[src/design/pbc_pkg.sv]
// Shared types, constants and helpers for the periodic box cell mapper.
`timescale 1ns / 1ps

package pbc_pkg;

  // Coordinate and field widths
  localparam int CW        = 32;                       // signed Q16.16 coordinate
  localparam int MAX_CELLS = 1024;                     // cells per axis, upper limit
  localparam int CELL_W    = 10;                       // cell coordinate field
  localparam int IDX_W     = 20;                       // flat cell index field
  localparam int SIZE_W    = 31;                       // cell_size register
  localparam int CNT_W     = 11;                       // cells_y register
  localparam int QB        = $clog2(MAX_CELLS) + 1;    // quotient bits, holds MAX_CELLS
  localparam int RW        = SIZE_W + QB;              // divider remainder width
  localparam int XW        = CW + 4;                   // widened coordinate math
  localparam int PW        = RW + 2;                   // signed compare against size << QB

  // Configuration port
  localparam int CFG_AW = 3;
  localparam int CFG_DW = 32;

  localparam logic [QB-1:0] MAX_Q = QB'(MAX_CELLS);

  typedef enum logic [1:0] {
    MODE_WRAP  = 2'd0,
    MODE_BRING = 2'd1,
    MODE_CELL  = 2'd2,
    MODE_PASS  = 2'd3
  } mode_t;

  typedef enum logic [CFG_AW-1:0] {
    CFG_BOX_LO_X  = 3'd0,
    CFG_BOX_LO_Y  = 3'd1,
    CFG_BOX_HI_X  = 3'd2,
    CFG_BOX_HI_Y  = 3'd3,
    CFG_CELL_SIZE = 3'd4,
    CFG_PERIODIC_X = 3'd5,
    CFG_PERIODIC_Y = 3'd6,
    CFG_CELLS_Y   = 3'd7
  } cfg_idx_t;

  // Configuration register set
  typedef struct packed {
    logic signed [CW-1:0] box_lo_x;
    logic signed [CW-1:0] box_lo_y;
    logic signed [CW-1:0] box_hi_x;
    logic signed [CW-1:0] box_hi_y;
    logic [SIZE_W-1:0]    cell_size;
    logic                 periodic_x;
    logic                 periodic_y;
    logic [CNT_W-1:0]     cells_y;
  } cfg_t;

  // Request payload
  typedef struct packed {
    mode_t                mode;
    logic signed [CW-1:0] point_x;
    logic signed [CW-1:0] point_y;
    logic signed [CW-1:0] moved_x;
    logic signed [CW-1:0] moved_y;
    logic                 last_in;
  } req_t;

  // Result payload
  typedef struct packed {
    logic signed [CW-1:0] res_x;
    logic signed [CW-1:0] res_y;
    logic [CELL_W-1:0]    cell_col;
    logic [CELL_W-1:0]    cell_row;
    logic [IDX_W-1:0]     cell_index;
    logic                 out_of_grid;
    logic                 last_out;
  } rsp_t;

  // Image stage to divider stage
  typedef struct packed {
    logic                 is_cell;
    logic signed [CW-1:0] px;
    logic signed [CW-1:0] py;
    logic signed [CW-1:0] res_x;
    logic signed [CW-1:0] res_y;
    logic                 last;
  } img_t;

  // Divider stage to grid stage
  typedef struct packed {
    logic                 is_cell;
    logic signed [CW-1:0] res_x;
    logic signed [CW-1:0] res_y;
    logic                 last;
    logic                 col_neg;
    logic                 row_neg;
    logic                 col_big;
    logic                 row_big;
    logic [QB-1:0]        col_q;
    logic [QB-1:0]        row_q;
    logic [QB-1:0]        nx_q;
    logic                 nx_big;
    logic                 nx_zero;
  } div_t;

  // Sign extend a coordinate into the wide math format
  function automatic logic signed [XW-1:0] sx(input logic signed [CW-1:0] v);
    return XW'(v);
  endfunction

  // Absolute value, wide values never reach the most negative code
  function automatic logic signed [XW-1:0] mag(input logic signed [XW-1:0] v);
    return v[XW-1] ? -v : v;
  endfunction

  // Clip a wide value into the coordinate range
  function automatic logic signed [CW-1:0] sat(input logic signed [XW-1:0] v);
    logic fits;
    fits = (&v[XW-1:CW-1]) || !(|v[XW-1:CW-1]);
    if (fits) begin
      return v[CW-1:0];
    end else if (v[XW-1]) begin
      return {1'b1, {(CW-1){1'b0}}};
    end else begin
      return {1'b0, {(CW-1){1'b1}}};
    end
  endfunction

endpackage

[src/design/pbc_image.sv]
// Wrap and minimum-image pipeline: five stages, one request per cycle while dn_ready is high.
`timescale 1ns / 1ps

module pbc_image (
  input  logic          clk,
  input  logic          rst,
  input  pbc_pkg::cfg_t cfg,
  input  logic          up_valid,
  output logic          up_ready,
  input  pbc_pkg::req_t up_data,
  output logic          dn_valid,
  input  logic          dn_ready,
  output pbc_pkg::img_t dn_data
);

  localparam int NS = 5;

  logic [NS-1:0] v;
  logic [NS-1:0] en;

  // per-axis view of the box registers
  logic signed [pbc_pkg::CW-1:0] lo [2];
  logic signed [pbc_pkg::CW-1:0] hi [2];
  logic                          per [2];

  assign lo[0]  = cfg.box_lo_x;
  assign lo[1]  = cfg.box_lo_y;
  assign hi[0]  = cfg.box_hi_x;
  assign hi[1]  = cfg.box_hi_y;
  assign per[0] = cfg.periodic_x;
  assign per[1] = cfg.periodic_y;

  // stage advance: a stage loads when empty or when the next one loads
  assign en[NS-1] = !v[NS-1] || dn_ready;
  for (genvar k = 0; k < NS-1; k++) begin : g_en
    assign en[k] = !v[k] || en[k+1];
  end

  assign up_ready = en[0];
  assign dn_valid = v[NS-1];

  always_ff @(posedge clk) begin
    if (rst) begin
      v <= '0;
    end else begin
      if (en[0]) v[0] <= up_valid;
      for (int k = 1; k < NS; k++) begin
        if (en[k]) v[k] <= v[k-1];
      end
    end
  end

  // stage registers
  pbc_pkg::mode_t                s1_mode, s2_mode, s3_mode, s4_mode;
  logic                          s1_last, s2_last, s3_last, s4_last, s5_last;
  logic signed [pbc_pkg::CW-1:0] s1_c [2], s2_c [2], s3_c [2], s4_c [2];
  logic signed [pbc_pkg::CW-1:0] s1_u [2], s2_u [2], s3_u [2], s4_u [2];
  logic signed [pbc_pkg::XW-1:0] s2_len [2];
  logic                          s2_gt [2];
  logic signed [pbc_pkg::XW-1:0] s2_d0 [2], s3_d0 [2];
  logic signed [pbc_pkg::XW-1:0] s3_c1 [2], s3_c1p [2];
  logic signed [pbc_pkg::XW-1:0] s3_dp [2], s3_dm [2];
  logic signed [pbc_pkg::XW-1:0] s3_up [2], s3_um [2], s4_up [2], s4_um [2];
  logic signed [pbc_pkg::XW-1:0] s4_w [2];
  logic signed [pbc_pkg::XW-1:0] s4_m0 [2], s4_mp [2], s4_mm [2];
  logic                          s5_is_cell;
  logic signed [pbc_pkg::CW-1:0] s5_p [2];
  logic signed [pbc_pkg::CW-1:0] s5_res [2];
  logic signed [pbc_pkg::CW-1:0] res_next [2];

  // last stage: pick the image, clip, select by mode
  always_comb begin
    logic signed [pbc_pkg::XW-1:0] b;
    for (int a = 0; a < 2; a++) begin
      if (s4_m0[a] > s4_mp[a]) begin
        b = s4_up[a];
      end else if (s4_m0[a] > s4_mm[a]) begin
        b = s4_um[a];
      end else begin
        b = pbc_pkg::sx(s4_u[a]);
      end
      case (s4_mode)
        pbc_pkg::MODE_WRAP:  res_next[a] = per[a] ? pbc_pkg::sat(s4_w[a]) : s4_c[a];
        pbc_pkg::MODE_BRING: res_next[a] = per[a] ? pbc_pkg::sat(b) : s4_u[a];
        default:             res_next[a] = s4_c[a];
      endcase
    end
  end

  always_ff @(posedge clk) begin
    // stage 1: capture the request
    if (en[0]) begin
      s1_mode <= up_data.mode;
      s1_last <= up_data.last_in;
      s1_c[0] <= up_data.point_x;
      s1_c[1] <= up_data.point_y;
      s1_u[0] <= up_data.moved_x;
      s1_u[1] <= up_data.moved_y;
    end
    // stage 2: box length, upper bound test, offset to reference
    if (en[1]) begin
      s2_mode <= s1_mode;
      s2_last <= s1_last;
      for (int a = 0; a < 2; a++) begin
        s2_c[a]   <= s1_c[a];
        s2_u[a]   <= s1_u[a];
        s2_len[a] <= pbc_pkg::sx(hi[a]) - pbc_pkg::sx(lo[a]);
        s2_gt[a]  <= s1_c[a] > hi[a];
        s2_d0[a]  <= pbc_pkg::sx(s1_u[a]) - pbc_pkg::sx(s1_c[a]);
      end
    end
    // stage 3: first wrap step and both shifted images
    if (en[2]) begin
      s3_mode <= s2_mode;
      s3_last <= s2_last;
      for (int a = 0; a < 2; a++) begin
        s3_c[a]   <= s2_c[a];
        s3_u[a]   <= s2_u[a];
        s3_c1[a]  <= s2_gt[a] ? pbc_pkg::sx(s2_c[a]) - s2_len[a] : pbc_pkg::sx(s2_c[a]);
        s3_c1p[a] <= s2_gt[a] ? pbc_pkg::sx(s2_c[a]) : pbc_pkg::sx(s2_c[a]) + s2_len[a];
        s3_d0[a]  <= s2_d0[a];
        s3_dp[a]  <= s2_d0[a] + s2_len[a];
        s3_dm[a]  <= s2_d0[a] - s2_len[a];
        s3_up[a]  <= pbc_pkg::sx(s2_u[a]) + s2_len[a];
        s3_um[a]  <= pbc_pkg::sx(s2_u[a]) - s2_len[a];
      end
    end
    // stage 4: lower bound wrap step, distances
    if (en[3]) begin
      s4_mode <= s3_mode;
      s4_last <= s3_last;
      for (int a = 0; a < 2; a++) begin
        s4_c[a]  <= s3_c[a];
        s4_u[a]  <= s3_u[a];
        s4_up[a] <= s3_up[a];
        s4_um[a] <= s3_um[a];
        s4_w[a]  <= (s3_c1[a] < pbc_pkg::sx(lo[a])) ? s3_c1p[a] : s3_c1[a];
        s4_m0[a] <= pbc_pkg::mag(s3_d0[a]);
        s4_mp[a] <= pbc_pkg::mag(s3_dp[a]);
        s4_mm[a] <= pbc_pkg::mag(s3_dm[a]);
      end
    end
    // stage 5: result register
    if (en[4]) begin
      s5_is_cell <= (s4_mode == pbc_pkg::MODE_CELL);
      s5_last    <= s4_last;
      for (int a = 0; a < 2; a++) begin
        s5_p[a]   <= s4_c[a];
        s5_res[a] <= res_next[a];
      end
    end
  end

  always_comb begin
    dn_data.is_cell = s5_is_cell;
    dn_data.px      = s5_p[0];
    dn_data.py      = s5_p[1];
    dn_data.res_x   = s5_res[0];
    dn_data.res_y   = s5_res[1];
    dn_data.last    = s5_last;
  end

endmodule

[config.mk]
export PLATFORM = sky130hd
export DESIGN_NAME = pbc_image
export DESIGN_NICKNAME = d
export VERILOG_FILES = /design/src/design/pbc_pkg.sv /design/src/design/pbc_image.sv
export SDC_FILE = /design/constraint.sdc
export NUM_CORES = 2
export LEC_CHECK = 0
export CORE_MARGIN = 5
export CORE_UTILIZATION = 40
export CTS_CLUSTER_DIAMETER = 100
export DETAILED_ROUTE_END_ITERATION = 6
export DONT_BUFFER_PORTS = 1
export SLEW_MARGIN = 20
export SYNTH_ARGS = -nofsm -noshare
export SYNTH_HDL_FRONTEND = slang
export SYNTH_SLANG_ARGS = --single-unit
[constraint.sdc]
create_clock -name clk -period 22.3 [get_ports clk]
set_input_delay 4.46 -clock clk [delete_from_list [all_inputs] [get_ports clk]]
set_output_delay 4.46 -clock clk [all_outputs]
set_load 0.02 [all_outputs]
# Word-level counts from Yosys, hierarchy flattened
# Memory sizes are Yosys's and may differ from the RTL's.
# Cells that the tools add are included.
[classes]
muxes = 40
reduce_logical = 27
eq_ne = 2
addsub = 22
magnitude_cmp = 8
[ops]
columns = ["cell", "count"]
rows = [
  ["$mux W36", 16],
  ["$mux W32", 12],
  ["$neg A36 Y36", 6],
  ["$add A32 B36 Y36", 4],
  ["$gt A36 B36 Y1", 4],
  ["$sub A32 B36 Y36", 4],
  ["$sub A32 B32 Y33", 4],
  ["$pmux W32 S2", 2],
  ["$add A36 B36 Y36", 2],
  ["$lt A36 B32 Y1", 2],
  ["$sub A36 B36 Y36", 2],
  ["$gt A32 B32 Y1", 2],
  ["$reduce_and A5 Y1", 4],
  ["$reduce_or A5 Y1", 4],
  ["$mux W1", 10],
  ["$logic_not A1 Y1", 9],
  ["$logic_or A1 B1 Y1", 9],
  ["$eq A2 B1 Y1 const B", 1],
  ["$eq A2 B2 Y1 const B", 1],
  ["$logic_not A2 Y1", 1],
]
[word_totals]
ram_bits = 1722
register_bits = 19
mem_count = 26
inputBits = 307
out_inout_bits = 132
[mem_list]
columns = ["memory", "words", "width", "read_ports", "rd_ports_with_merged_regs", "write_ports", "line", "rtl"]
rows = [
  ["s2_d0", 2, 36, 2, 0, 2, "pbc_image.sv:60", "logic signed [pbc_pkg::XW-1:0] s2_d0 [2], s3_d0 [2];"],
  ["s2_len", 2, 36, 2, 0, 2, "pbc_image.sv:58", "logic signed [pbc_pkg::XW-1:0] s2_len [2];"],
  ["s3_c1", 2, 36, 2, 0, 2, "pbc_image.sv:61", "logic signed [pbc_pkg::XW-1:0] s3_c1 [2], s3_c1p [2];"],
  ["s3_c1p", 2, 36, 2, 0, 2, "pbc_image.sv:61", ""],
  ["s3_d0", 2, 36, 2, 0, 2, "pbc_image.sv:60", ""],
  ["s3_dm", 2, 36, 2, 0, 2, "pbc_image.sv:62", "logic signed [pbc_pkg::XW-1:0] s3_dp [2], s3_dm [2];"],
  ["20 more memories", "--", "--", "--", "--", "--", "--", ""],
]

# Longest topological paths before layout
[depth]
depth_word = 9
depth_mapped = 14

# Least setup slack after synthesis
# Ideal clock, no wire load.
[synth_timing]
path_type = "input -> register"
from = "input dn_ready"
to = "memory s3_c1[0][0] (netlist name) (enable)"
cell_stages = 3
t_arrival_ns = 16.805
required_time_ns = 21.330
path_slack_ns = 4.525
cell_sequence = "nor2b_1 -> and3_1 -> inv_1"
[synth_rtl]
columns = ["item", "line", "rtl"]
rows = [
  ["start: declaration", "pbc_image.sv:12", "input logic dn_ready,"],
  ["end: declaration", "pbc_image.sv:61", ""],
]

# Worst setup path in the final report
[layout_timing]
from = "input dn_ready"
to = "output up_ready"
[layout_between]
elab_chain_len = 5
[layout_rtl]
columns = ["item", "line", "rtl"]
rows = [
  ["$logic_or A1 B1 Y1", "pbc_image.sv:34", "assign en[NS-1] = !v[NS-1] || dn_ready;"],
  ["$logic_or A1 B1 Y1 (4 in series)", "pbc_image.sv:36", "assign en[k] = !v[k] || en[k+1];"],
  ["end: declaration", "pbc_image.sv:9", "output logic up_ready,"],
]
# No other way between the ends.

==> results.json <==
{
  "worst-setup-path-type": "primary input to output port",
  "drcViolationCount": 0,
  "syn_area_um2": 95200,
  "clock_skew_ns": 0.0379,
  "outcome": "finished clean",
  "gp_congestion": 0.972,
  "setup_tns_ns": 0,
  "rsz0062_at_grt": "no",
  "clkTransAtPathRegs_ns": 0.06,
  "grt_pass1_vias": 63700,
  "path_max_fanout": 18,
  "synth-seq-cells": 1715,
  "die_y_um": 498,
  "portBuffers": 0,
  "yosysUniqueCellTypes": 87,
  "power_switching_mw": 4.21,
  "r2r_cells": 12,
  "wire_per_inst_um": 24.6,
  "core_um2": 237000,
  "ant_nets": 0,
  "r2r_slack_ns": 16.64,
  "period_share": 0.485,
  "hold_viol_final": 0,
  "drt_iter0_drc": 5663,
  "clock_latency_ns": 0.84,
  "postSynthCellCount": 8214,
  "pwr-share-seq": 0.436,
  "cts_root_buf": "clkbuf_16",
  "htreeDepth": 4,
  "synthArstFlopShare": 0,
  "numCtsBuffers": 193,
  "p_per_area_nw_per_um2": 118,
  "num_io_pins": 439,
  "post_cts_buffers": 0,
  "tightest_slew_ns": 1.19,
  "met1_usage": 0.291,
  "grt_pass1_wl_um": 411000,
  "critical_path.max_stage_delay_ns": 0.52,
  "row_count": 179,
  "seq_area_frac_synth": 0.541,
  "synth_top_area_frac": 0.540,
  "cts_resized": 0,
  "p_leak_nw": 41.8,
  "grt_max_degree": 167,
  "path_depth": 4,
  "final_cell_mix": "edfxtp_1 (1,710), ha_1 (806), inv_1 (676)",
  "ir_drop_v": 0.0000832,
  "cp.required_ns": 17.84,
  "critPathSlowestCell": "and3_1",
  "fill_cells": 21600,
  "die_w_um": 498,
  "mostFrequentLayoutCell": "edfxtp_1",
  "crit_path_start": "dn_ready",
  "dieArea_um2": 248000,
  "drtPass1Iterations": 6,
  "cts_sinks": 1715,
  "synth-edff-count": 1710,
  "final_nets": 9330,
  "drive_gt1_frac": 0.0728,
  "max_freq_mhz": 92.4,
  "finalCriticalPeriod_ns": 10.82,
  "initial_core_util": 0.401,
  "syn2layout_area_growth_pct": 10.7,
  "cp-end-kind": "output port",
  "finish.utilization": 0.444,
  "via_count": 65100,
  "yosysWarnings": 0,
  "dp_hpwl_um": 222000,
  "p_comb_frac": 0.306,
  "tritoncts": "done",
  "clkPwrFrac": 0.258,
  "switching_share": 0.338,
  "holdBufCountCts": 0,
  "use_met3": 0.0307,
  "overflow": 0,
  "worstReg2RegStart": "s4_m0[0][67]$_DFFE_PP_",
  "antenna_found_initial": 46,
  "setup_viol": 0,
  "cap_viol_max_count": 0,
  "grt_use_met2": 0.364,
  "dp_slack_ns": 11.48,
  "wl_um": 284000,
  "grt_usage": 0.221,
  "synth_top_area_cell": "edfxtp_1",
  "syn_area_per_cell_um2": 11.6,
  "final.setup.worst_slack_ns": 11.48,
  "busiest_layer": "met2",
  "synth_area_leaders": "edfxtp_1 (54%), ha_1 (11%), xnor2_1 (4.9%)",
  "cpLargestDelayFamily": "simple AND/OR/NAND/NOR gates",
  "avgViaCountPerCell": 5.62,
  "path_buf_inv": 1,
  "start_kind": "primary input",
  "synth_ff_type": "edfxtp_1",
  "max-slew-margin-rel": 0.208,
  "hp-class": "flip-flop to flip-flop",
  "holdWs_ns": 0.395,
  "cts_buffer_depth": 3,
  "r2r_end": "s5_res[0][32]$_DFFE_PP_",
  "p_int_mw": 8.24,
  "endpoint": "up_ready",
  "slew_violations": 0,
  "path_cells": "nor2b_1 -> and3_1 -> nand3_4 -> buf_4",
  "arrival_ns": 6.36
}
power by group through the flow:
stage / registers (mW) / logic, mW / clock network [mW]
after global placement: 5.47 / 3.68 / 0
after detailed placement: 5.49 / 3.76 / 0
after global routing: 5.52 / 4.21 / 3.42
after CTS: 5.43 / 3.78 / 3.28
final: 5.44 / 3.81 / 3.21
after floorplan: 5.16 / 2.84 / 0
area by class of cell:
cell class	count	area, um^2	area share
diodes	40	100	0.000950
clock buffers	230	5120	0.0486
clock inverters	130	1270	0.0121
inverters	683	2580	0.0245
multi-input cells	5531	40200	0.382
flip-flops and latches	1715	51400	0.488
well taps	3167	3960	0.0376
repair buffers	77	631	0.00599
state kept, by name, summed over array words and instances (netlist names), 66 cells and up:
signal,cells
s3_c1,72
s3_c1p,72
s3_dm,72
s3_um,72
s4_m0,72
s4_mm,72
s4_w,72
s4_um,71
s4_up,71
s3_dp,70
s3_up,70
s4_mp,70
s2_d0,66
s2_len,66
s3_d0,66
routing by layer:
| layer | vias up | share of wire |
|---|---|---|
| met4 | 8 | 0.048 |
| met5 | - | 0.00019 |
| li1 | 30600 | - |
| met2 | 2206 | 0.47 |
| met1 | 31800 | 0.42 |
| met3 | 491 | 0.057 |
worst reg2reg max path, stage by stage (launching register included):
cell and delay [ns]:
edfxtp_1 0.44, ha_1 0.33, nand4_1 0.20, nor4_2 0.86, nand3_1 0.33, o21bai_1 0.48
a21oi_1 0.35, a31o_2 0.67, nor3_1 0.16, mux2i_1 0.68, nand3_2 0.13, buf_4 0.29
o21ai_0 0.48
kinds of logic after synthesis:
logic type,Yosys count,synth area share
multiplexers,137,0.0160
other,1,0.0000394
XOR/XNOR,619,0.0570
AND/OR/NAND/NOR,1847,0.0966
flip-flops,1715,0.541
adder cells (fa/ha/maj),822,0.109
AO/OA/AOI/OAI,2100,0.142
buffers and inverters,973,0.0386
worst min path at each step:
| stage | startpoint | end | slack (ns) | depth (start not counted) |
|---|---|---|---|---|
| after floorplan | s1_last$_DFFE_PP_ | s2_last$_DFFE_PP_ | 0.40 | 0 |
| after global placement | s3_up[0][64]$_DFFE_PP_ | s4_up[0][64]$_DFFE_PP_ | 0.40 | 0 |
| after detailed placement | s2_last$_DFFE_PP_ | s3_last$_DFFE_PP_ | 0.40 | 0 |
| after CTS | s3_up[0][11]$_DFFE_PP_ | s4_up[0][11]$_DFFE_PP_ | 0.40 | 0 |
| after global routing | s3_um[0][14]$_DFFE_PP_ | s4_um[0][14]$_DFFE_PP_ | 0.41 | 0 |
| final | s3_up[0][11]$_DFFE_PP_ | s4_up[0][11]$_DFFE_PP_ | 0.39 | 0 |
Yosys cell counts, types with 61 or more instances:
| master | instances |
|---|---|
| inv_1 | 678 |
| nor2b_1 | 83 |
| nor3_1 | 155 |
| nand2b_1 | 109 |
| o21bai_1 | 80 |
| a21o_1 | 217 |
| or2_2 | 64 |
| nand3_1 | 192 |
| xor2_1 | 82 |
| nand2_1 | 373 |
| o211ai_1 | 65 |
| nor2_1 | 469 |
| o21a_1 | 61 |
| a21oi_1 | 618 |
| or3_1 | 79 |
| o31ai_1 | 124 |
| nand4_1 | 129 |
| mux2_2 | 121 |
| ha_1 | 806 |
| o21ai_0 | 464 |
| edfxtp_1 | 1710 |
| xnor2_1 | 537 |
| clkbuf_1 | 270 |
metrics by stage:
step           total power [mW]  instances  area (um^2)
6_report                   12.5      11600       105000
5_1_grt                    13.1      11600       105000
4_1_cts                    12.5      11500       105000
3_5_place_dp               9.25      11200        98800
3_3_place_gp               9.15      11200        98800
2_1_floorplan              8.00       8219        95200
No activity file was read; power rests on OpenSTA's default activity.
