### src/design/pbc_pkg.sv
// Shared types, constants and helpers for the periodic box cell mapper.
`timescale 1ns / 1ps

package pbc_pkg;

  // Coordinate and field widths
  localparam int CW        = 32;                       // signed Q16.16 coordinate
  localparam int MAX_CELLS = 1024;                     // cells per axis, upper limit
  localparam int CELL_W    = 10;                       // cell coordinate field
  localparam int IDX_W     = 20;                       // flat cell index field
  localparam int SIZE_W    = 31;                       // cell_size register
  localparam int CNT_W     = 11;                       // cells_y register
  localparam int QB        = $clog2(MAX_CELLS) + 1;    // quotient bits, holds MAX_CELLS
  localparam int RW        = SIZE_W + QB;              // divider remainder width
  localparam int XW        = CW + 4;                   // widened coordinate math
  localparam int PW        = RW + 2;                   // signed compare against size << QB

  // Configuration port
  localparam int CFG_AW = 3;
  localparam int CFG_DW = 32;

  localparam logic [QB-1:0] MAX_Q = QB'(MAX_CELLS);

  typedef enum logic [1:0] {
    MODE_WRAP  = 2'd0,
    MODE_BRING = 2'd1,
    MODE_CELL  = 2'd2,
    MODE_PASS  = 2'd3
  } mode_t;

  typedef enum logic [CFG_AW-1:0] {
    CFG_BOX_LO_X  = 3'd0,
    CFG_BOX_LO_Y  = 3'd1,
    CFG_BOX_HI_X  = 3'd2,
    CFG_BOX_HI_Y  = 3'd3,
    CFG_CELL_SIZE = 3'd4,
    CFG_PERIODIC_X = 3'd5,
    CFG_PERIODIC_Y = 3'd6,
    CFG_CELLS_Y   = 3'd7
  } cfg_idx_t;

  // Configuration register set
  typedef struct packed {
    logic signed [CW-1:0] box_lo_x;
    logic signed [CW-1:0] box_lo_y;
    logic signed [CW-1:0] box_hi_x;
    logic signed [CW-1:0] box_hi_y;
    logic [SIZE_W-1:0]    cell_size;
    logic                 periodic_x;
    logic                 periodic_y;
    logic [CNT_W-1:0]     cells_y;
  } cfg_t;

  // Request payload
  typedef struct packed {
    mode_t                mode;
    logic signed [CW-1:0] point_x;
    logic signed [CW-1:0] point_y;
    logic signed [CW-1:0] moved_x;
    logic signed [CW-1:0] moved_y;
    logic                 last_in;
  } req_t;

  // Result payload
  typedef struct packed {
    logic signed [CW-1:0] res_x;
    logic signed [CW-1:0] res_y;
    logic [CELL_W-1:0]    cell_col;
    logic [CELL_W-1:0]    cell_row;
    logic [IDX_W-1:0]     cell_index;
    logic                 out_of_grid;
    logic                 last_out;
  } rsp_t;

  // Image stage to divider stage
  typedef struct packed {
    logic                 is_cell;
    logic signed [CW-1:0] px;
    logic signed [CW-1:0] py;
    logic signed [CW-1:0] res_x;
    logic signed [CW-1:0] res_y;
    logic                 last;
  } img_t;

  // Divider stage to grid stage
  typedef struct packed {
    logic                 is_cell;
    logic signed [CW-1:0] res_x;
    logic signed [CW-1:0] res_y;
    logic                 last;
    logic                 col_neg;
    logic                 row_neg;
    logic                 col_big;
    logic                 row_big;
    logic [QB-1:0]        col_q;
    logic [QB-1:0]        row_q;
    logic [QB-1:0]        nx_q;
    logic                 nx_big;
    logic                 nx_zero;
  } div_t;

  // Sign extend a coordinate into the wide math format
  function automatic logic signed [XW-1:0] sx(input logic signed [CW-1:0] v);
    return XW'(v);
  endfunction

  // Absolute value, wide values never reach the most negative code
  function automatic logic signed [XW-1:0] mag(input logic signed [XW-1:0] v);
    return v[XW-1] ? -v : v;
  endfunction

  // Clip a wide value into the coordinate range
  function automatic logic signed [CW-1:0] sat(input logic signed [XW-1:0] v);
    logic fits;
    fits = (&v[XW-1:CW-1]) || !(|v[XW-1:CW-1]);
    if (fits) begin
      return v[CW-1:0];
    end else if (v[XW-1]) begin
      return {1'b1, {(CW-1){1'b0}}};
    end else begin
      return {1'b0, {(CW-1){1'b1}}};
    end
  endfunction

endpackage

### src/design/pbc_grid.sv
// Grid fit and flat index: clamp cell coordinates, then col * rows + row.
`timescale 1ns / 1ps

module pbc_grid (
  input  logic                        clk,
  input  logic                        rst,
  input  logic [pbc_pkg::CNT_W-1:0]   cells_y,
  input  logic                        up_valid,
  output logic                        up_ready,
  input  pbc_pkg::div_t               up_data,
  output logic                        dn_valid,
  input  logic                        dn_ready,
  output pbc_pkg::rsp_t               dn_data
);

  localparam int NS = 2;
  localparam int QB = pbc_pkg::QB;
  localparam int CELL_W = pbc_pkg::CELL_W;
  localparam int IDX_W = pbc_pkg::IDX_W;

  logic [NS-1:0] v;
  logic [NS-1:0] en;

  assign en[NS-1] = !v[NS-1] || dn_ready;
  assign en[0]    = !v[0] || en[1];
  assign up_ready = en[0];
  assign dn_valid = v[NS-1];

  always_ff @(posedge clk) begin
    if (rst) begin
      v <= '0;
    end else begin
      if (en[0]) v[0] <= up_valid;
      if (en[1]) v[1] <= v[0];
    end
  end

  // grid extents and clamped coordinates
  logic [QB-1:0]     ncol;
  logic [QB-1:0]     nrow;
  logic [CELL_W-1:0] col_c;
  logic [CELL_W-1:0] row_c;
  logic              out_c;

  always_comb begin
    if (up_data.nx_zero) begin
      ncol = QB'(1);
    end else if (up_data.nx_big || up_data.nx_q > pbc_pkg::MAX_Q) begin
      ncol = pbc_pkg::MAX_Q;
    end else begin
      ncol = up_data.nx_q;
    end

    if (cells_y == '0) begin
      nrow = QB'(1);
    end else if (QB'(cells_y) > pbc_pkg::MAX_Q) begin
      nrow = pbc_pkg::MAX_Q;
    end else begin
      nrow = QB'(cells_y);
    end

    out_c = 1'b0;
    if (up_data.col_neg) begin
      col_c = '0;
      out_c = 1'b1;
    end else if (up_data.col_big || up_data.col_q >= ncol) begin
      col_c = CELL_W'(ncol - QB'(1));
      out_c = 1'b1;
    end else begin
      col_c = CELL_W'(up_data.col_q);
    end

    if (up_data.row_neg) begin
      row_c = '0;
      out_c = 1'b1;
    end else if (up_data.row_big || up_data.row_q >= nrow) begin
      row_c = CELL_W'(nrow - QB'(1));
      out_c = 1'b1;
    end else begin
      row_c = CELL_W'(up_data.row_q);
    end
  end

  logic                          g1_is_cell;
  logic                          g1_last;
  logic signed [pbc_pkg::CW-1:0] g1_res_x;
  logic signed [pbc_pkg::CW-1:0] g1_res_y;
  logic [CELL_W-1:0]             g1_col;
  logic [CELL_W-1:0]             g1_row;
  logic                          g1_out;
  logic [QB-1:0]                 g1_nrow;
  logic [IDX_W-1:0]              idx_next;

  assign idx_next = IDX_W'(g1_col) * IDX_W'(g1_nrow) + IDX_W'(g1_row);

  always_ff @(posedge clk) begin
    // stage 1: clamp into the grid
    if (en[0]) begin
      g1_is_cell <= up_data.is_cell;
      g1_last    <= up_data.last;
      g1_res_x   <= up_data.res_x;
      g1_res_y   <= up_data.res_y;
      g1_col     <= col_c;
      g1_row     <= row_c;
      g1_out     <= out_c;
      g1_nrow    <= nrow;
    end
    // stage 2: flat index, cell fields only in cell mode
    if (en[1]) begin
      dn_data.res_x       <= g1_res_x;
      dn_data.res_y       <= g1_res_y;
      dn_data.last_out    <= g1_last;
      dn_data.cell_col    <= g1_is_cell ? g1_col : '0;
      dn_data.cell_row    <= g1_is_cell ? g1_row : '0;
      dn_data.cell_index  <= g1_is_cell ? idx_next : '0;
      dn_data.out_of_grid <= g1_is_cell && g1_out;
    end
  end

endmodule

### config.mk
export PLATFORM = sky130hd
export DESIGN_NAME = pbc_grid
export DESIGN_NICKNAME = d
export VERILOG_FILES = /design/src/design/pbc_pkg.sv /design/src/design/pbc_grid.sv
export SDC_FILE = /design/constraint.sdc
export NUM_CORES = 1
export LEC_CHECK = 0
export BUFFER_PORTS_ARGS = -buffer_cell sky130_fd_sc_hd__buf_2
export CORE_ASPECT_RATIO = 0.8
export CORE_MARGIN = 2
export CORE_UTILIZATION = 50
export CTS_CLUSTER_SIZE = 10
export DETAILED_ROUTE_END_ITERATION = 10
export GPL_TIMING_DRIVEN = 0
export PLACE_DENSITY = 0.86
export SYNTH_ARGS = -nofsm -noshare
export SYNTH_HDL_FRONTEND = slang
export SYNTH_SLANG_ARGS = --single-unit
### constraint.sdc
create_clock -name clk -period 4.75 [get_ports clk]
set_input_delay 0.2375 -clock clk [delete_from_list [all_inputs] [get_ports clk]]
set_output_delay 0.2375 -clock clk [all_outputs]
set_load 0.02 [all_outputs]
; Word level (Yosys, flattened, before mapping)
; Cells that the tools add are included.
[op_classes]
mux = 7
div = 0
shift = 0
mul = 1
n_reduce_logical = 10
magnitude_cmp = 4
eq_ne = 0
addsub = 3
n_bitwise = 0
[ops]
columns = op, n
row1 = two-way mux 11 bit, 4
row2 = greater-or-equal comparator 11 bit, 2
row3 = greater-than comparator 11 bit (second input constant), 2
row4 = adder 20 x 10 -> 20 bit, 1
row5 = multiplier 10 x 11 -> 20 bit, 1
row6 = two-way mux 10 bit, 2
row7 = subtractor 10 x 1 -> 10 bit (second input constant), 2
row8 = logical NOT 11 bit, 1
row9 = logical OR 1 bit, 5
row10 = OR reduction 3 bit, 1
row11 = logical NOT 1 bit, 2
row12 = logical AND 1 bit, 1
row13 = two-way mux 1 bit, 1
[totals]
mem_count = 0
ram_bits = 0
latchBits = 0
register_bits = 206
inputBits = 120
mem_bits_ro = 0

; Logic depth before layout (Yosys ltp)
; Gate-level depths: netlist of run 1.
[depth]
depth_word = 7
ltp_mapped = 20

; Worst setup path after synthesis of run 1
; Ideal clock, no wire load.
[synth_timing]
path_kind = flip-flop to flip-flop
from = reg g1_col[3]
to = reg dn_data[21] (netlist name) (data pin)
setup_time_ps = 255
path_buffers = 1
arrival_ps = 4899
period_less_slack_ps = 5154
stages_incl_launch_ff = 20
slack_ps = -404
path_cell_list = edfxtp_1 clkbuf_1 nand2_1 fa_1 inv_1 fa_1 inv_1 fa_1 inv_1 fa_1 inv_1 fa_1 inv_1 ha_1 nor2_1 nor3_1 a22oi_1 a31oi_1 or3_1 and3_1
[synth_via]
elab_chain_len = 2
[synth_lines]
columns = element, line
row1 = from (decl), pbc_grid.sv:88  ; logic [CELL_W-1:0] g1_col;
row2 = from (signal assigned), pbc_grid.sv:103  ; g1_col <= col_c;
row3 = multiplier 10 x 11 -> 20 bit, pbc_grid.sv:94  ; assign idx_next = IDX_W'(g1_col) * IDX_W'(g1_nrow) + IDX_W'(g1_row);
row4 = adder 20 x 10 -> 20 bit, pbc_grid.sv:94
row5 = to (decl), pbc_grid.sv:13  ; output pbc_pkg::rsp_t dn_data
; No other way between the ends.
; A chain may end at the register's enable or synchronous reset.

; Worst setup path in the final report of run 1
[layout_timing]
from = reg g1_col[4]
to = reg dn_data[21] (netlist name) (data pin)
; The elaborated chain is that of the path after synthesis.

==> results of run 1 <==
state kept, by name, summed over array words and instances (netlist names):
signal and cells:
dn_data 106, g1_col 10, g1_out 1, g1_res_x 32
g1_last 1, g1_is_cell 1, g1_res_y 32, g1_nrow 11
g1_row 10, v 2
critical path, cell delays in order (launching register included):
cell and delay, ns:
edfxtp_1 0.41, clkbuf_8 0.16, buf_8 0.12, and2_4 0.13, fa_1 0.54, fa_1 0.45, fa_1 0.50, fa_1 0.56
inv_2 0.05, fa_1 0.49, inv_2 0.05, ha_4 0.24, a21oi_4 0.13, nand2_1 0.07, a22oi_2 0.21, a31oi_1 0.14
or3_1 0.38, and3_4 0.18
routing by layer:
metal | vias to the layer above | part of all wire | wire [microns]
met4 | 0 | 0.023 | 671
li1 | 3943 | - | -
met5 | - | 0 | 0
met1 | 4117 | 0.42 | 12200
met3 | 63 | 0.083 | 2430
met2 | 414 | 0.47 | 13800
final cells by class:
type,instances,area [sq um]
buffer,31,270
clock buffer,36,646
clock inverter,2,21.3
fill,1592,7730
inverter,125,472
multi-input combinational,568,5380
sequential,206,6170
tap,312,390
timing repair buffer,345,2260
stage by stage:
stage,cells,worst slack (ns),setup TNS [ns]
6_report,1625,-0.318,-1.73
5_1_grt,1625,-0.535,-3.68
4_1_cts,1619,-0.189,-0.589
3_5_place_dp,1472,-0.547,-2.96
3_3_place_gp,1470,-0.480,-2.28
2_1_floorplan,934,-0.0647,-0.0647
worst max-delay path by stage:
stage | from | slack (ns) | endpoint | depth (start not counted)
after global routing | g1_nrow[6]$_DFFE_PP_ | -0.53 | dn_data[18]$_SDFFCE_PN0P_ | 18
after global placement | g1_nrow[10]$_DFFE_PP_ | -0.48 | dn_data[21]$_SDFFCE_PN0P_ | 17
after CTS | g1_col[4]$_SDFFCE_PP0P_ | -0.19 | dn_data[21]$_SDFFCE_PN0P_ | 17
after floorplan | g1_col[7]$_SDFFCE_PP0P_ | -0.06 | dn_data[21]$_SDFFCE_PN0P_ | 17
after detailed placement | g1_nrow[10]$_DFFE_PP_ | -0.55 | dn_data[21]$_SDFFCE_PN0P_ | 17
final | g1_col[4]$_SDFFCE_PP0P_ | -0.32 | dn_data[21]$_SDFFCE_PN0P_ | 17
cell families after synthesis:
group,after synthesis,synth area share
adder cells (fa/ha/maj),160,0.220
multiplexers,9,0.00762
AND/OR/NAND/NOR,290,0.132
AO/OA/AOI/OAI,88,0.0522
flip-flops,206,0.522
buffers and inverters,160,0.0519
XOR/XNOR,21,0.0156
Yosys cell counts (3+ instances only):
| cell | instances |
|---|---|
| o21a_1 | 5 |
| or2_1 | 4 |
| nand2_1 | 82 |
| buf_2 | 4 |
| nor2b_1 | 12 |
| a21oi_1 | 20 |
| nand2b_1 | 3 |
| nor3b_1 | 3 |
| buf_1 | 3 |
| nor4_1 | 9 |
| and2_1 | 93 |
| nand4_1 | 6 |
| and4_1 | 3 |
| o21ai_0 | 10 |
| xor2_1 | 10 |
| nand3_1 | 8 |
| nand3b_1 | 3 |
| a21o_1 | 5 |
| a211o_1 | 4 |
| nor3_2 | 3 |
| clkbuf_1 | 27 |
| nor2_1 | 28 |
| o31ai_1 | 3 |
| inv_1 | 123 |
| fa_1 | 79 |
| a211oi_1 | 4 |
| edfxtp_1 | 204 |
| or3_1 | 3 |
| o211ai_1 | 3 |
| nor3_1 | 20 |
| mux2i_1 | 9 |
| xnor2_1 | 11 |
| ha_1 | 81 |
| o311a_1 | 4 |
| o21ai_1 | 6 |
| a31oi_1 | 5 |
where the power goes:
part           switching, mW  total (mW)  leakage [nW]  internal (mW)
logic                  0.886        1.59          4.51          0.703
clock network          0.663        1.59         0.321          0.929
registers             0.0623        2.25          2.23           2.19
timing repair:
item	4_1_cts	5_1_grt
endpoints found under the hold margin	68	0
pin swaps	36	21
resized for setup	67	19
cloned	0	0
endpoints found under the setup margin	10	10
buffers inserted	45	6
hold buffers	68	0
cell usage in the layout, fill, tap and decap left out, types with 6 or more instances in the layout:
cell type,netlist,routed
a21oi_1,20,13
a21oi_2,1,6
and2_1,93,88
buf_2,4,228
buf_4,0,46
buf_6,1,8
clkbuf_1,27,22
clkbuf_16,0,24
clkbuf_8,0,10
dlygate4sd3_1,0,68
edfxtp_1,204,204
fa_1,79,74
ha_1,81,69
ha_4,0,12
inv_1,123,111
inv_2,2,13
mux2i_1,9,9
nand2_1,82,73
nand2_2,0,8
nand3_1,8,8
nand4_1,6,6
nor2_1,28,26
nor2b_1,12,12
nor3_1,20,18
nor4_1,9,9
o21ai_0,10,9
o21ai_1,6,6
xnor2_1,11,11
xor2_1,10,10
==> metrics.md, run 1 <==
| Metric | Value |
|---|---|
| CTS tree | yes |
| Sequential element share of the synthesized area | 0.522 |
| Total GRT Usage | 0.230 |
| Share of cells above drive strength 1 | 0.303 |
| Largest net degree at the start of global routing | 55 |
| CTS root buf | clkbuf_16 |
| Startpoint Class | flop |
| Violated checks | negative setup slack |
| Crit share post-route | 1.07 |
| Worst reg2reg path depth | 17 |
| First-pass GRT wire length | 44700 microns |
| Routability cong. | 0.897 |
| Status | complete, but fails checks |
| Worst-Skew Late Latency | roughly 0.5 ns |
| Num CTS Buffers | 24 |
| Starting DRC count in detailed routing | roughly 670 |
| Reg2Reg Launch Point | g1_col[4]$_SDFFCE_PP0P_ |
| Die width | about 180 microns |
| Syn Inst Count | between 900 and 1000 |
| Least-Margin Pin Slew | between 0.7 and 0.8 ns |
| Hold EP | g1_out$_SDFFCE_PP1P_ |
| Vias in the first global route | a little under 9000 |
| Area share of the largest cell type after synthesis | 0.518 |
| Synth area leader | edfxtp_1 |
| H-tree level count | 1 |
| Rows | 50 |
| Post-DP HPWL | between 15000 and 20000 microns |
| Final hold violations | 0 |
| Crit path kind | reg2reg |
| Final setup fails | 10 |
| CP max FO | 6 |
| Clk pin slew, worst setup/hold paths | about 0.050 ns |
| Final core utilization | 0.669 |
| Antenna viol nets, final | 0 |
| Global routing usage on met1 | 0.311 |
| Asr flop ratio synth | 0 |
| YS warnings | 0 |
| Post-synthesis cell area | between 10000 and 15000 sq um |
| Final worst path period need | 5.07 ns |
| Hold path depth | 3 |
| Synthesis-stage register bit count | between 200 and 250 |
| Leakage | between 7 and 8 nW |
| Max-cap viol count | 0 |
| Synth Area per Inst | approximately 13 sq um |
| Rel. slew slack | 0.504 |
| Core area | 23300 sq um |
| Critical path arrival | 5.34 ns |
| Port buffer count | 224 |
| Initial Util | 0.507 |
| Die area | between 20000 and 25000 sq um |
| Die span in y | between 100 and 150 microns |
| P&R area growth vs syn | 32.0% |
| Antenna diodes | 0 |
| Design Power | around 5.4 mW |
| I/O pin count | 228 |
| DRT Pass-1 Iters | 5 |
| Most Crowded Layer GR | met2 |
| Overflow after GRT | 0 |
| Total number of vias | between 8000 and 9000 |
| Fin. max-slew vios | 0 |
| RSZ-0062 raised after global routing | true |
| FMAX | just under 200 MHz |
| DRT Wirelength | 29100 microns |
| Syn Nets | ~1200 |
| M3 GR Usage | 0.0423 |
| R2R setup slack | -0.32 ns |
| Top_reg_cell synth | edfxtp_1 |
| Pwr dens | about 350 nW/um^2 |
| Final worst slack | -0.318 ns |
| # nets final | 1581 |
| HP Class | in2reg |
| Hold_ws | 0.0260 ns |
| Clk sinks | a little over 200 |
| GR Util met2 | 0.386 |
| CP Capture Type | flop |
| Avg WL per Cell | between 15 and 20 microns |
| Worst r2r dst | dn_data[21]$_SDFFCE_PN0P_ |
| Post-synth EDFFs | slightly above 200 |
| Worst vdd ir | 0.000222 V |
| Clock Tree Buf Depth | 3 |
| Initial antenna violation count | 1 |
| Worst EP required | 5.02 ns |
| DR DRC count | 0 |
| Drt via density | between 5 and 6 |
| Worst Skew | between 0.015 and 0.02 ns |
| HP Start | up_data[37] |
| Leading post-synthesis cells by cell area | edfxtp_1, fa_1, ha_1 |
| Netlist cell types | 63 |
| Post-route cell area | roughly 16000 sq um |
| Placed inst area | roughly 14000 sq um |
Note: power is estimated with default switching activity, not from simulation.
==> run 2, diff against run 1 <==
Settings changed: CORE_ASPECT_RATIO 0.8 to 0.6, GPL_ROUTABILITY_DRIVEN set to 0.
==> metrics.md, run 2 (synthesized netlist as in run 1, its figures left out) <==
| Metric | Value |
|---|---|
| Antenna viol nets, final | 0 |
| Share of cells above drive strength 1 | 0.291 |
| DP Worst Slack | -0.508 ns |
| Hold_ws | approximately 0.032 ns |
| Post-route cell area | ~15000 sq um |
| CTS tree | yes |
| H-tree level count | 1 |
| Die area | between 20000 and 25000 sq um |
| Flop pwr share | 0.412 |
| Clock Tree Buf Depth | 3 |
| M1 WL | 12600 microns |
| Least-Margin Pin Slew | between 0.7 and 0.8 ns |
| CP max FO | 5 |
| Initial Util | 0.511 |
| Largest net degree at the start of global routing | between 70 and 80 |
| HP Class | in2reg |
| RSZ-0062 raised after global routing | true |
| Worst Skew | between 0.015 and 0.02 ns |
| Violated checks | negative setup slack |
| DRT Wirelength | about 29000 microns |
| Max-cap viol count | 0 |
| DR WL met2 | between 10000 and 15000 microns |
| Final hold violations | 0 |
| Final setup fails | 6 |
| Post-DP HPWL | 20600 microns |
| Die width | roughly 200 microns |
| Rel. slew slack | 0.504 |
| Max FFs per register | roughly 110 |
| Fin. max-slew vios | 0 |
| Biggest regs | dn_data (106), g1_res_x (32), g1_res_y (32) |
| # nets final | roughly 1600 |
| First-pass GRT wire length | 44200 microns |
| Port buffer count | 224 |
| Avg WL per Cell | 17.7 microns |
| Crit path buf inv count | 4 |
| P&R area growth vs syn | 30.9% |
| Fin cells | about 1600 |
| DR DRC count | 0 |
| Placed Instances | roughly 1500 |
| Crit share post-route | 1.03 |
| Num CTS Buffers | 24 |
| Final worst slack | -0.159 ns |
| DRT Pass-1 Iters | 5 |
| FMAX | around 200 MHz |
| Largest Register | dn_data |
| Rows | 43 |
| CP Capture Type | flop |
| Core area | 23100 sq um |
| Top Family by Delay on Critical Path | adder cells |
| Worst vdd ir | roughly 0.00032 V |
| Initial antenna violation count | 2 |
| CP dominant cell by count | fa_1 |
| Final worst path period need | 4.91 ns |
| Critical path arrival | roughly 5.2 ns |
| Leakage | approximately 7 nW |
| Status | complete, but fails checks |
| Worst EP required | between 5 and 6 ns |
| Die span in y | approximately 120 microns |
| Total number of vias | about 8300 |
| Combinational power share | 0.291 |
| CTS root buf | clkbuf_16 |
| Largest stage delay, worst path | about 0.55 ns |
| I/O pin count | 228 |
| DR WL met3 | 2780 microns |
| Most frequent cells in the layout | buf_2, edfxtp_1, inv_1 |
| Startpoint Class | flop |
| Clk pwr share | 0.296 |
| Total GRT Usage | 0.229 |
| Commonest non-fill, non-tap cell in the layout | buf_2 |
| Crit path kind | reg2reg |
| Overflow after GRT | 0 |
| P_int | roughly 3.9 mW |
| Psw | ~1.6 mW |
| Clk pin slew, worst setup/hold paths | approximately 0.060 ns |
| Highest-delay cell along the critical path | fa_1 |
| Starting DRC count in detailed routing | between 400 and 500 |
| Drt via density | between 5 and 6 |
| Sw frac | 0.293 |
| Fillcell total | 1666 |
| Worst-path cell chain | buf_8 > nand2_4 > fa_1 > inv_2 > fa_1 > fa_1 > fa_1 > inv_1 > fa_1 > inv_2 > ha_4 > nand4_1 > nor3_2 > a22oi_2 > a31oi_1 > or3_1 > and3_1 |
| Pwr dens | ~350 nW/um^2 |
| Clk sinks | between 200 and 250 |
| Top sig layer | met4 |
| Placed inst area | 13600 sq um |
| Worst-Skew Late Latency | between 0.5 and 0.6 ns |
| Vias in the first global route | around 8500 |
[run 2: cell count changes in the layout (fill, tap and decap cells not counted), moves of 3 or more]
cell / change
ha_2: +3
nand2_4: +3
clkbuf_8: -4
o21ai_1: -3
nand2_2: -3
buf_4: -12
ha_4: -3
[run 2: power groups by stage]
| stage | Combinational [mW] | Sequential (mW) | Clock [mW] |
|---|---|---|---|
| after global routing | 1.75 | 2.27 | 1.74 |
| final | 1.59 | 2.26 | 1.62 |
| after CTS | 1.51 | 2.25 | 1.66 |
| after floorplan | 0.789 | 2.42 | 0 |
| after global placement | 1.27 | 2.29 | 0 |
| after detailed placement | 1.31 | 2.29 | 0 |
[run 2: path summary, 6_finish.rpt]
path                            from                        end  slack [ns]  cells past startpoint
min                      up_data[37]       g1_out$_SDFFCE_PP1P_        0.03                      3
max reg2reg  g1_col[3]$_SDFFCE_PP0P_  dn_data[21]$_SDFFCE_PN0P_       -0.16                     17
min reg2reg    g1_res_x[4]$_DFFE_PP_      dn_data[78]$_DFFE_PP_        0.41                      0
max          g1_col[3]$_SDFFCE_PP0P_  dn_data[21]$_SDFFCE_PN0P_       -0.16                     17
[run 2: layout make-up]
| class | instances | area (sq um) | share of cell area |
|---|---|---|---|
| Sequential cell | 206 | 6170 | 0.398 |
| Multi-Input combinational cell | 568 | 5370 | 0.347 |
| Timing Repair Buffer | 328 | 2130 | 0.138 |
| Clock buffer | 35 | 673 | 0.0435 |
| Inverter | 125 | 472 | 0.0305 |
| Tap cell | 315 | 394 | 0.0255 |
| Buffer | 32 | 265 | 0.0171 |
| Antenna cell | 2 | 5.00 | 0.000323 |
| Clock inverter | 1 | 3.75 | 0.000242 |
[run 2: per-layer routing]
layer / global-route usage / vias up
met2: 0.354 / 403
met5: 0 / -
met4: 0.0516 / 0
met3: 0.0604 / 43
met1: 0.329 / 3996
li1: - / 3904
[run 2: what timing repair did]
action                                 4_1_cts  5_1_grt
buffers inserted                            31        4
hold buffers                                68        0
cloned                                       0        0
endpoints found under the hold margin       68        0
setup endpoints to repair                   10       12
pin swaps                                   43       18
gates resized for setup                     54       31
[run 2: metrics by stage]
step	power [mW]	utilization	TNS, ns
floorplan	3.20	-	-0.0647
global route	5.76	0.669	-2.33
detailed placement	3.60	0.586	-3.00
finish	5.47	0.669	-0.610
global placement	3.56	0.583	-2.57
CTS	5.42	0.664	-0.400
[run 2: worst register-to-register path, cell delays in order, from the launching register on]
cell	delay (ns)
edfxtp_1	0.42
buf_8	0.15
nand2_4	0.05
fa_1	0.54
inv_2	0.04
fa_1	0.50
fa_1	0.53
fa_1	0.55
inv_1	0.06
fa_1	0.49
inv_2	0.05
ha_4	0.26
nand4_1	0.12
nor3_2	0.06
a22oi_2	0.24
a31oi_1	0.12
or3_1	0.34
and3_1	0.16
